### src/hw/rtl/lkl_pkg.sv
// Shared types and constants for the LRU key list.
package lkl_pkg;

  // List geometry
  localparam int LIST_DEPTH = 8;
  localparam int KEY_W      = 8;
  localparam int OUTCOME_W  = 2;
  localparam int OCC_W      = 4;
  localparam int CNT_W      = $clog2(LIST_DEPTH + 1);

  // Stream widths (fields packed from bit 0, padded to whole bytes)
  localparam int S_TDATA_W = 8;
  localparam int M_TDATA_W = 16;

  // Result outcome codes
  typedef enum logic [OUTCOME_W-1:0] {
    OC_INSERTED     = 2'd0,
    OC_MOVED        = 2'd1,
    OC_ALREADY_REAR = 2'd2,
    OC_EVICTED      = 2'd3
  } outcome_e;

  // Command broadcast to every cell
  typedef enum logic [1:0] {
    CMD_IDLE   = 2'd0,
    CMD_INSERT = 2'd1,
    CMD_MOVE   = 2'd2,
    CMD_EVICT  = 2'd3
  } cell_cmd_e;

  typedef struct packed {
    cell_cmd_e        cmd;
    logic [KEY_W-1:0] key;
  } cell_ctrl_t;

  // Per-cell lookup status
  typedef struct packed {
    logic match;
    logic rear_hit;
  } cell_stat_t;

endpackage

### src/hw/rtl/lkl_cell.sv
// One slot of the LRU key list: holds a key, compares it and shifts toward the front.
module lkl_cell
  import lkl_pkg::*;
(
  input  logic             clk_i,
  input  logic             rst_ni,
  input  cell_ctrl_t       ctrl_i,
  input  logic             prev_valid_i,
  input  logic             next_valid_i,
  input  logic [KEY_W-1:0] next_key_i,
  input  logic             seen_i,
  output logic             seen_o,
  output logic             valid_o,
  output logic [KEY_W-1:0] key_o,
  output cell_stat_t       stat_o
);

  logic             valid_q, valid_d;
  logic [KEY_W-1:0] key_q, key_d;
  logic             match;
  logic             is_rear;

  // Lookup: compare, and pass on whether the hit lies at or before this slot
  assign match    = valid_q && (key_q == ctrl_i.key);
  assign is_rear  = valid_q && !next_valid_i;
  assign seen_o   = seen_i | match;

  assign stat_o.match    = match;
  assign stat_o.rear_hit = match & is_rear;
  assign valid_o         = valid_q;
  assign key_o           = key_q;

  // Update: load the new key or take the neighbor's key
  always_comb begin
    valid_d = valid_q;
    key_d   = key_q;
    case (ctrl_i.cmd)
      CMD_INSERT: begin
        if (!valid_q && prev_valid_i) begin
          valid_d = 1'b1;
          key_d   = ctrl_i.key;
        end
      end
      CMD_MOVE: begin
        // slots from the hit up to the rear close the gap
        if (valid_q && seen_o) begin
          key_d = is_rear ? ctrl_i.key : next_key_i;
        end
      end
      CMD_EVICT: begin
        if (valid_q) begin
          key_d = is_rear ? ctrl_i.key : next_key_i;
        end
      end
      default: begin
        valid_d = valid_q;
        key_d   = key_q;
      end
    endcase
  end

  always_ff @(posedge clk_i or negedge rst_ni) begin
    if (!rst_ni) begin
      valid_q <= 1'b0;
    end else begin
      valid_q <= valid_d;
    end
  end

  always_ff @(posedge clk_i) begin
    key_q <= key_d;
  end

endmodule

### src/hw/rtl/lru_key_list.sv
// LRU key list top level: row of key cells, access decision and result register.
//
//  channel  | dir | tdata                                   | tuser
//  ---------+-----+-----------------------------------------+--------------
//  s_axis   | in  | [7:0] key                               | -
//  m_axis   | out | [7:0] evicted_key, [11:8] occupancy     | [1:0] outcome
//
// One access per clock while s_axis_tready is high: every cell compares the key in
// parallel; on acceptance an insert fills the first free slot or a move or eviction
// shifts the row one slot. The output register shows the result in the next cycle.
// s_axis_tready stays high while the output register is empty or being taken.
// Reset empties the list (all cell valid bits cleared, held count zero).
module lru_key_list
  import lkl_pkg::*;
(
  input  logic                 clk_i,
  input  logic                 rst_ni,
  input  logic                 s_axis_tvalid,
  output logic                 s_axis_tready,
  input  logic [S_TDATA_W-1:0] s_axis_tdata,   // [7:0] key
  output logic                 m_axis_tvalid,
  input  logic                 m_axis_tready,
  output logic [M_TDATA_W-1:0] m_axis_tdata,   // [7:0] evicted_key, [11:8] occupancy
  output logic [OUTCOME_W-1:0] m_axis_tuser    // [1:0] outcome
);

  logic                  seen_w  [LIST_DEPTH+1];
  logic [LIST_DEPTH-1:0] valid_w;
  logic [LIST_DEPTH-1:0] match_w;
  logic [LIST_DEPTH-1:0] rear_w;
  logic [KEY_W-1:0]      key_w   [LIST_DEPTH];
  cell_stat_t            stat_w  [LIST_DEPTH];
  cell_ctrl_t            ctrl;

  logic [CNT_W-1:0]      count_q, count_d;
  logic                  accept;
  logic                  found, rear_hit, full;
  outcome_e              outcome;

  logic                  out_valid_q;
  outcome_e              outcome_q;
  logic [KEY_W-1:0]      evicted_q, evicted_d;
  logic [OCC_W-1:0]      occ_q;

  // Cell row
  assign seen_w[0] = 1'b0;

  for (genvar i = 0; i < LIST_DEPTH; i++) begin : g_cell
    logic             prev_valid;
    logic             next_valid;
    logic [KEY_W-1:0] next_key;

    if (i == 0) begin : g_first
      assign prev_valid = 1'b1;
    end else begin : g_mid
      assign prev_valid = valid_w[i-1];
    end

    if (i == LIST_DEPTH - 1) begin : g_last
      assign next_valid = 1'b0;
      assign next_key   = '0;
    end else begin : g_inner
      assign next_valid = valid_w[i+1];
      assign next_key   = key_w[i+1];
    end

    lkl_cell u_cell (
      .clk_i        (clk_i),
      .rst_ni       (rst_ni),
      .ctrl_i       (ctrl),
      .prev_valid_i (prev_valid),
      .next_valid_i (next_valid),
      .next_key_i   (next_key),
      .seen_i       (seen_w[i]),
      .seen_o       (seen_w[i+1]),
      .valid_o      (valid_w[i]),
      .key_o        (key_w[i]),
      .stat_o       (stat_w[i])
    );

    assign match_w[i] = stat_w[i].match;
    assign rear_w[i]  = stat_w[i].rear_hit;
  end

  // Access decision
  assign s_axis_tready = !out_valid_q || m_axis_tready;
  assign accept        = s_axis_tvalid && s_axis_tready;
  assign found         = seen_w[LIST_DEPTH];
  assign rear_hit      = |rear_w;
  assign full          = valid_w[LIST_DEPTH-1];

  always_comb begin
    if (found) begin
      outcome = rear_hit ? OC_ALREADY_REAR : OC_MOVED;
    end else begin
      outcome = full ? OC_EVICTED : OC_INSERTED;
    end
  end

  always_comb begin
    ctrl.key = s_axis_tdata[KEY_W-1:0];
    ctrl.cmd = CMD_IDLE;
    if (accept) begin
      case (outcome)
        OC_INSERTED: ctrl.cmd = CMD_INSERT;
        OC_MOVED:    ctrl.cmd = CMD_MOVE;
        OC_EVICTED:  ctrl.cmd = CMD_EVICT;
        default:     ctrl.cmd = CMD_IDLE;
      endcase
    end
  end

  // Held count and evicted key
  assign count_d   = (outcome == OC_INSERTED) ? count_q + CNT_W'(1) : count_q;
  assign evicted_d = (outcome == OC_EVICTED) ? key_w[0] : '0;

  always_ff @(posedge clk_i or negedge rst_ni) begin
    if (!rst_ni) begin
      count_q     <= '0;
      out_valid_q <= 1'b0;
    end else begin
      if (accept) begin
        count_q     <= count_d;
        out_valid_q <= 1'b1;
      end else if (m_axis_tready) begin
        out_valid_q <= 1'b0;
      end
    end
  end

  // Result register
  always_ff @(posedge clk_i) begin
    if (accept) begin
      outcome_q <= outcome;
      evicted_q <= evicted_d;
      occ_q     <= OCC_W'(count_d);
    end
  end

  assign m_axis_tvalid = out_valid_q;
  assign m_axis_tuser  = outcome_q;
  assign m_axis_tdata  = {{(M_TDATA_W - KEY_W - OCC_W){1'b0}}, occ_q, evicted_q};

`ifndef SYNTHESIS
  logic [LIST_DEPTH-1:0] valid_inc;
  assign valid_inc = valid_w + LIST_DEPTH'(1);

  // Occupied slots always form a contiguous run from the front
  a_valid_contig: assert property (@(posedge clk_i) disable iff (!rst_ni)
    (valid_w & valid_inc) == '0)
    else $error("cell valid bits not contiguous");

  // Held count tracks the number of occupied cells
  a_count_match: assert property (@(posedge clk_i) disable iff (!rst_ni)
    $countones(valid_w) == count_q)
    else $error("held count differs from occupied cells");

  // Keys are unique, so at most one cell hits
  a_single_hit: assert property (@(posedge clk_i) disable iff (!rst_ni)
    $onehot0(match_w))
    else $error("more than one cell matched the key");

  // An insert grows the list by exactly one
  a_insert_grows: assert property (@(posedge clk_i) disable iff (!rst_ni)
    (accept && !found && !full) |=> (count_q == $past(count_q) + CNT_W'(1)))
    else $error("insert did not grow the list");

  // A move or eviction leaves the held count unchanged
  a_count_stable: assert property (@(posedge clk_i) disable iff (!rst_ni)
    (accept && (found || full)) |=> $stable(count_q))
    else $error("held count changed without an insert");
`endif

endmodule
### config.mk
export PLATFORM = sky130hd
export DESIGN_NAME = lru_key_list
export DESIGN_NICKNAME = d
export VERILOG_FILES = /design/src/hw/rtl/lkl_pkg.sv /design/src/hw/rtl/lkl_cell.sv /design/src/hw/rtl/lru_key_list.sv
export SDC_FILE = /design/constraint.sdc
export NUM_CORES = 1
export LEC_CHECK = 0
export BUFFER_PORTS_ARGS = -buffer_cell sky130_fd_sc_hd__buf_2
export CAP_MARGIN = 40
export CORE_MARGIN = 2
export CORE_UTILIZATION = 30
export DETAILED_ROUTE_END_ITERATION = 6
export MAX_ROUTING_LAYER = met4
export PLACE_DENSITY_LB_ADDON = 0.05
export SYNTH_ARGS = -nofsm -noshare
export SYNTH_HDL_FRONTEND = slang
export SYNTH_SLANG_ARGS = --single-unit
### constraint.sdc
create_clock -name clk_i -period 10.05 [get_ports clk_i]
set_input_delay 3.015 -clock clk_i [delete_from_list [all_inputs] [get_ports clk_i]]
set_output_delay 3.015 -clock clk_i [all_outputs]
set_load 0.01 [all_outputs]
==> results of run 1 <==
## cell families (layout without fill, tap and decap cells)
family | count (synthesis) | after routing | share of synthesized area
buf+inv | 66 | 69 | 0.0576
compound gates | 130 | 130 | 0.164
simple gates | 254 | 254 | 0.206
xor+xnor | 70 | 70 | 0.103
other cells | 1 | 4 | 0.000632
fa+ha+maj | 1 | 1 | 0.00211
flops | 91 | 91 | 0.450
mux | 9 | 9 | 0.0171
## power by group
group	total [mW]	switching (mW)	internal, mW
registers	0.478	0.0240	0.454
logic	0.170	0.0980	0.0720
clock network	0.357	0.158	0.199
## metrics by stage
stage / util / cells / area, um^2
after floorplan: - / 625 / 5950
after global placement: 0.319 / 873 / 6200
after detailed placement: 0.320 / 877 / 6230
after CTS: 0.336 / 893 / 6530
after global routing: 0.336 / 893 / 6530
final: 0.336 / 893 / 6530
## final cells by class
cell class / count / area, um^2 / area share
Multi-Input combinational cell: 468 / 2950 / 0.452
Timing Repair Buffer: 39 / 223 / 0.0341
Inverter: 14 / 52.6 / 0.00804
Clock inverter: 4 / 26.3 / 0.00402
Clock buffer: 12 / 279 / 0.0427
Sequential cell: 91 / 2670 / 0.408
Tap cell: 265 / 332 / 0.0508
## cell usage in the layout (no fill, tap or decap), types with 2 or more instances in the layout
cell | netlist | final
a211o_1 | 17 | 17
a211oi_1 | 2 | 2
a21o_1 | 7 | 7
a21oi_1 | 6 | 6
a221oi_1 | 7 | 7
a22o_1 | 16 | 16
and2_1 | 24 | 24
and3_1 | 9 | 9
buf_2 | 9 | 28
buf_4 | 20 | 11
clkbuf_16 | 0 | 11
conb_1 | 1 | 4
dfrtp_1 | 13 | 13
edfxtp_1 | 78 | 78
inv_1 | 14 | 14
inv_4 | 0 | 2
mux2_2 | 8 | 8
nand2_1 | 109 | 109
nand2b_1 | 5 | 5
nand3_1 | 4 | 4
nand4_1 | 11 | 11
nor2_1 | 46 | 46
nor2b_1 | 18 | 18
nor3_1 | 13 | 12
nor3_2 | 2 | 3
nor4_1 | 3 | 3
o211ai_1 | 34 | 34
o21ai_0 | 2 | 2
o22ai_1 | 32 | 32
o31ai_1 | 2 | 2
xnor2_1 | 53 | 53
xor2_1 | 17 | 17
## worst paths after layout
check,slack [ps],endpoint,cells past startpoint
min in group asynchronous,2540,g_cell[4].u_cell.valid_o,1
worst min register to register,490,count_q[3],1
max in group asynchronous,7270,g_cell[1].u_cell.valid_o,1
worst max-delay path,3500,g_cell[4].u_cell.key_o[2],8
worst min-delay path,490,count_q[3],1
worst max register to register,5550,g_cell[4].u_cell.key_o[2],7
## worst max-delay path, stage by stage
cell	delay, ps
buf_2	400
xnor2_1	140
nand4_1	160
nor3_1	90
or4b_4	590
or4_2	1090
buf_4	400
a21oi_1	630
## layer usage
metal  wire, um  global-route usage  vias up  part of all wire
met5          0                   -        -                 0
met4        518              0.0690        0             0.028
met3        670              0.0364       34             0.036
met2       8940               0.308      106              0.48
met1       8580               0.249     2333              0.46
li1           -                   -     2231                 -
## state kept, by name (all words and copies together) (netlist names)
name                   cells
m_axis_tuser               2
g_cell.u_cell.valid_o      8
m_axis_tvalid              1
count_q                    4
occ_q                      4
evicted_q                  8
g_cell.u_cell.key_o       64
==> metrics.cfg, run 1 <==
[cells_and_area]
layout.nets=636
drive_gt1_frac=0.115
nFillCells=2064
syn_to_final_growth_pct=10.1
antenna_cells=0

[worst_setup_path]
worst-setup-path-type=primary input to register
timing.rr.start=g_cell[7].u_cell.valid_o
setup.worst_path.start_class=primary input
critical_path_arrival_ps=6540
crit_fanout=32
endpoint_kind=register
required_ps=10040
startpoint=s_axis_tdata[0]

[floorplanning]
ioPinCount=32
die-area_mm2=0.0209
coreArea_mm2=0.0195
dieWidth_um=145
rows=51
initial_core_util=0.305
die_h_um=145

[sta]
max_freq_ghz=0.153
finalClockSkew_ps=7.67
setup_slack_ps=3500
period_share=0.652
slew_headroom=0.446
setup_viol=0
timing.final.hold_violations=0
hold_ws_ps=492
slew_viol_final=0
fin_crit_ps=6550
setup_tns_ps=0
tightest_slew_ps=831
rsz0062_at_grt=no

[synthesis]
ys_warn_count=0
ys_async_sr_fraction=0.143
seq_area_frac_synth=0.450
synthTopCellsByCount=nand2_1 (109), edfxtp_1 (78), xnor2_1 (53), nor2_1 (46), o211ai_1 (34)
synth.largest_area_cell=edfxtp_1
ys_seq_elements=91
yosysMostFrequentCell=nand2_1
ys.flop_type=edfxtp_1
yosys-top-cells-area=edfxtp_1 (39%), xnor2_1 (7.8%), nand2_1 (6.9%)
syn_inst=622
synth_edf_count=78
synth_cell_types=49
netlist.area_leader.share=0.395
avgSynthCellArea_um2=9.54
netlist_area_mm2=0.00593

[placement]
hpwl_um=12700
io_buffers=27
place_ws_ps=3120
place.gp.congestion=0.819

[global_route]
antenna_found_initial=0
grt_use_total=0.194
grt_pass1_vias=4860
overflow=0
grt_pass1_wl_um=28900
grt_max_degree=59

[drt]
antenna_left=0
dr_total_vias=4704
drt_iter0_markers=365
vias_per_cell=5.27
finalWirelength_um=18700
drtPass1Iterations=7
wl_per_cell_um=20.9
drc=0

[clocking]
post_cts.repair.setup_buffers=0
cts_tree=done
clock_latency_ps=360
cts_buffers=9
cts_hold_buf=0
cts_max_level=3
path_clk_slew_ps=70
cts_max_path_buffers=2
clock_sinks=91
post_cts_resized=0
cts-root-buf=clkbuf_16

[min_path]
hold_path_startpoint=count_q[3]
hp-class=register to register

[run]
maxCapViolCount=0

[pwr]
total_power_mw=1.01
p_leak_nw=2.46
ir_drop_mv=0.0843
powerDensity_mw_per_mm2=154

[run_status]
status=completed

No activity file was read; power rests on OpenSTA's default activity.
==> run 2, diff against run 1 <==
clock period = 6.9 ns   (was 10.05 ns; I/O delays follow)
==> run 2 against run 1 <==
Net effect:
- via count rose by 0.15%
- cell area rose by 1.3%
- combinational power rose by 46%
- global-route usage rose by 0.12 points
- critical endpoint is now g_cell[5].u_cell.key_o[6]
- highest routed layer unchanged
==> metrics.cfg, run 2 (synthesis results as in run 1) <==
[drt]
drt_iter0_markers=387
dr_total_vias=4711
wl_per_cell_um=21.2
wl_met3_um=812
m1WireLength_um=8880
finalWirelength_um=19000
top_layer=met4
drtPass1Iterations=5
antenna_left=0
drc=0
wl_met2_um=8760
vias_per_cell=5.25

[sta]
timing.final.hold_violations=0
rsz0062_at_grt=no
slew_viol_final=0
period_share=0.781
fin_crit_ps=5390
setup_tns_ps=0
finalClockSkew_ps=10.1
max_freq_ghz=0.186
setup_viol=0
slew_headroom=0.467
tightest_slew_ps=797

[worst_setup_path]
setup.worst_path.start_class=primary input
timing.rr.start=g_cell[4].u_cell.valid_o
rr_worst_depth=7
required_ps=6960
endpoint_kind=register
rrSetupSlack_ps=2920
worst-setup-path-type=primary input to register
critical_path_arrival_ps=5450
crit_fanout=31
r2r_end=g_cell[5].u_cell.key_o[6]

[cells_and_area]
largest_register_ffs=64
multiInputGateArea_mm2=0.00295
stdcell_count=898
nFillCells=2004
final_cell_mix=nand2_1 (109), edfxtp_1 (78), xnor2_1 (53)
seqCellArea_mm2=0.00267
final_common_cell=nand2_1
drive_gt1_frac=0.123
layout.nets=641
antenna_cells=0
syn_to_final_growth_pct=11.5

[global_route]
grt_pass1_wl_um=29000
overflow=0
grt_pass1_vias=4663
grt_use_total=0.195
antenna_found_initial=0
grt_max_degree=39

[pwr]
total_power_mw=1.53
ir_drop_mv=0.117
powerDensity_mw_per_mm2=232
p_leak_nw=2.49

[min_path]
hold_path_end=count_q[3]
hp-class=register to register
hold_path_startpoint=count_q[3]
hold_depth=1

[floorplanning]
dieWidth_um=145
die_h_um=145
initial_core_util=0.305
coreArea_mm2=0.0195
die-area_mm2=0.0209
ioPinCount=32
rows=51

[clocking]
cts_max_path_buffers=2
path_clk_slew_ps=60
post_cts.repair.setup_buffers=0
cts_buffers=9
cts-root-buf=clkbuf_16
clock_sinks=91
clock_latency_ps=350
cts_hold_buf=0
post_cts_resized=0
cts_max_level=3
cts_tree=done

[placement]
hpwl_um=13300
dp_cells=882
place.gp.congestion=0.794
io_buffers=27

[run_status]
status=completed

[run]
maxCapViolCount=0

-- run 2: changes by cell type in the layout (fill, tap and decap cells not counted) --
cell        before  now
buf_2           28   27
buf_4           11   17
bufinv_16        0    3
clkbuf_1         1    0
clkbuf_16       11    9
clkinv_2         1    0
clkinvlp_4       0    2
inv_4            2    0
inv_6            1    2
-- run 2: per-layer routing --
| layer | GRT usage | up-vias |
|---|---|---|
| met5 | - | - |
| met4 | 0.0792 | 0 |
| met3 | 0.0321 | 34 |
| met2 | 0.293 | 128 |
| met1 | 0.263 | 2302 |
| li1 | - | 2247 |
-- run 2: layout make-up --
cell class,instances,share of cell area
multi-input combinational,468,0.446
sequential,91,0.403
tap,265,0.0501
timing repair buffer,44,0.0397
clock buffer,9,0.0340
clock inverter,7,0.0185
inverter,14,0.00794
-- run 2: worst max path at each step --
stage | slack [ps] | startpoint | to | cells after the start
after floorplan | 1630 | s_axis_tdata[1] | g_cell[5].u_cell.key_o[0] | 11
after global placement | 1240 | s_axis_tdata[7] | count_q[1] | 9
after detailed placement | 1260 | s_axis_tdata[7] | count_q[1] | 9
after CTS | 1610 | s_axis_tdata[2] | g_cell[5].u_cell.key_o[6] | 9
after global routing | 1450 | s_axis_tdata[7] | count_q[1] | 9
final | 1510 | s_axis_tdata[2] | g_cell[5].u_cell.key_o[6] | 9
-- run 2: metrics by stage --
step | util | cell area [um^2] | hold WS (ps) | setup WS (ps)
6_report | 0.340 | 6620 | 492 | 1510
5_1_grt | 0.340 | 6620 | 511 | 1450
4_1_cts | 0.340 | 6620 | 496 | 1610
3_5_place_dp | 0.322 | 6270 | 483 | 1260
3_3_place_gp | 0.321 | 6240 | 489 | 1240
2_1_floorplan | - | 5950 | 467 | 1630
-- run 2: worst max-delay path, cell delays in order --
cell,delay [ps]
buf_2,410
xnor2_1,160
nand4_1,150
nor3_1,90
or4b_4,570
or4_2,1050
buf_4,400
a311oi_1,270
buf_4,230
-- run 2: power by group --
group          internal [mW]  switching, mW  leakage [nW]
clock network          0.357          0.231         0.163
registers              0.661         0.0362         0.855
logic                  0.106          0.143          1.47
total                   1.12          0.411          2.49
==> run 3, diff against run 2 <==
clock period = 5.3 ns   (was 6.9 ns; I/O delays follow)
==> run 3 against run 2 <==
Net effect:
- via count up 0.98%
- non-clock buffer count up 11
- worst hold slack worse by 0.74 ps
- sequential share of layout area down 0.30 points
- largest power group unchanged
- highest routed layer unchanged
==> metrics.cfg, run 3 (synthesis results as in run 1) <==
[run_status]
status=completed

[sta]
finalClockSkew_ps=8.87
timing.final.hold_violations=0
max_freq_ghz=0.220
slew_headroom=0.402
period_share=0.857
setup_tns_ps=0
fin_crit_ps=4540
slew_viol_final=0
hold_ws_ps=491
rsz0062_at_grt=no
setup_viol=0
tightest_slew_ps=893

[drt]
dr_total_vias=4757
drtPass1Iterations=4
antenna_left=0
drc=0
drt_iter0_markers=303
wl_per_cell_um=21.0
vias_per_cell=5.23
finalWirelength_um=19100

[clocking]
cts_hold_buf=0
path_clk_slew_ps=70
post_cts_resized=0
cts_max_level=3
post_cts.repair.setup_buffers=0
cts_tree=done
clock_sinks=91
cts_buffers=9
cts_max_path_buffers=2
cts-root-buf=clkbuf_16
clock_latency_ps=360

[floorplanning]
rows=51
dieWidth_um=145
ioPinCount=32
die-area_mm2=0.0209
coreArea_mm2=0.0195
die_h_um=145
initial_core_util=0.305

[cells_and_area]
final_common_cell=nand2_1
largest_register_ffs=64
antenna_cells=0
final_cell_mix=nand2_1 (109), edfxtp_1 (78), xnor2_1 (53)
syn_to_final_growth_pct=12.3
drive_gt1_frac=0.137
stdcell_count=909
layout.nets=652
nFillCells=1985

[placement]
dp_cells=893
place.gp.congestion=0.834
hpwl_um=13100
io_buffers=27

[global_route]
antenna_found_initial=1
use_met2=0.319
met3_usage=0.0272
grt_max_degree=59
grt-busiest-layer=met2
grt_use_total=0.196
grtUsageMet1=0.256
grt_pass1_wl_um=29100
grt_pass1_vias=4672
overflow=0

[pwr]
powerDensity_mw_per_mm2=284
ir_drop_mv=0.140
p_leak_nw=2.54

[worst_setup_path]
crit_fanout=14
required_ps=5410
worst-setup-path-type=primary input to register
endpoint_kind=register
setup.worst_path.start_class=primary input
slowest_delay_ps=890
slowest_stage=or4_2
path_cells=buf_2, xnor2_1, nand4_1, nor3_1, or4b_4, or4_2, nor3_4, mux2_2
critPathBufInv=1
crit_family=simple AND/OR/NAND/NOR gates
critical_path_arrival_ps=4650

[min_path]
hp-class=register to register

[run]
maxCapViolCount=0

[run 3: cell types whose count changed in the layout (fill, tap and decap cells not counted)]
cell	delta
buf_4	+9
bufinv_16	-3
buf_12	+2
clkinv_4	+2
clkinvlp_4	-2
inv_4	+2
inv_6	-2
clkbuf_1	+1
clkbuf_16	+1
clkinv_2	+1
[run 3: final timing paths]
check | from | endpoint | slack [ps] | cells after the start
max in group asynchronous | rst_ni | g_cell[0].u_cell.valid_o | 3930 | 1
min reg2reg | count_q[3] | count_q[3] | 490 | 1
max | s_axis_tdata[4] | g_cell[0].u_cell.key_o[4] | 760 | 8
min in group asynchronous | rst_ni | count_q[2] | 1110 | 1
min | count_q[3] | count_q[3] | 490 | 1
max reg2reg | g_cell[4].u_cell.valid_o | g_cell[0].u_cell.key_o[4] | 1560 | 6
[run 3: power by group]
| part | internal [mW] | switching [mW] |
|---|---|---|
| Sequential | 0.861 | 0.0432 |
| Combinational | 0.145 | 0.190 |
| Clock | 0.349 | 0.305 |
| Total | 1.35 | 0.538 |
[run 3: stage by stage]
step	setup slack (ps)	power, mW	utilization	instance area [um^2]
floorplan	509	1.15	-	5950
global placement	393	1.26	0.327	6360
detailed placement	398	1.26	0.328	6370
CTS	780	1.91	0.342	6660
global route	610	1.98	0.342	6660
finish	760	1.89	0.342	6660
[run 3: area by class of cell]
class	count	area, um^2	share of cell area
clock buffers	11	254	0.0381
well taps	265	332	0.0498
inverters	14	52.6	0.00789
clock inverters	5	35.0	0.00526
repair buffers	55	370	0.0556
multi-input cells	468	2950	0.443
flip-flops and latches	91	2670	0.400
[run 3: worst reg2reg max path, delay by kind of cell (launching register included)]
family,cells,cell delay (ps)
muxes,1,390
DFF,1,510
and+or+nand+nor,5,2580
[run 3: metal layers]
metal / vias to the layer above / part of all wire
li1: 2275 / -
met1: 2355 / 0.46
met2: 103 / 0.49
met3: 24 / 0.033
met4: 0 / 0.021
met5: - / 0
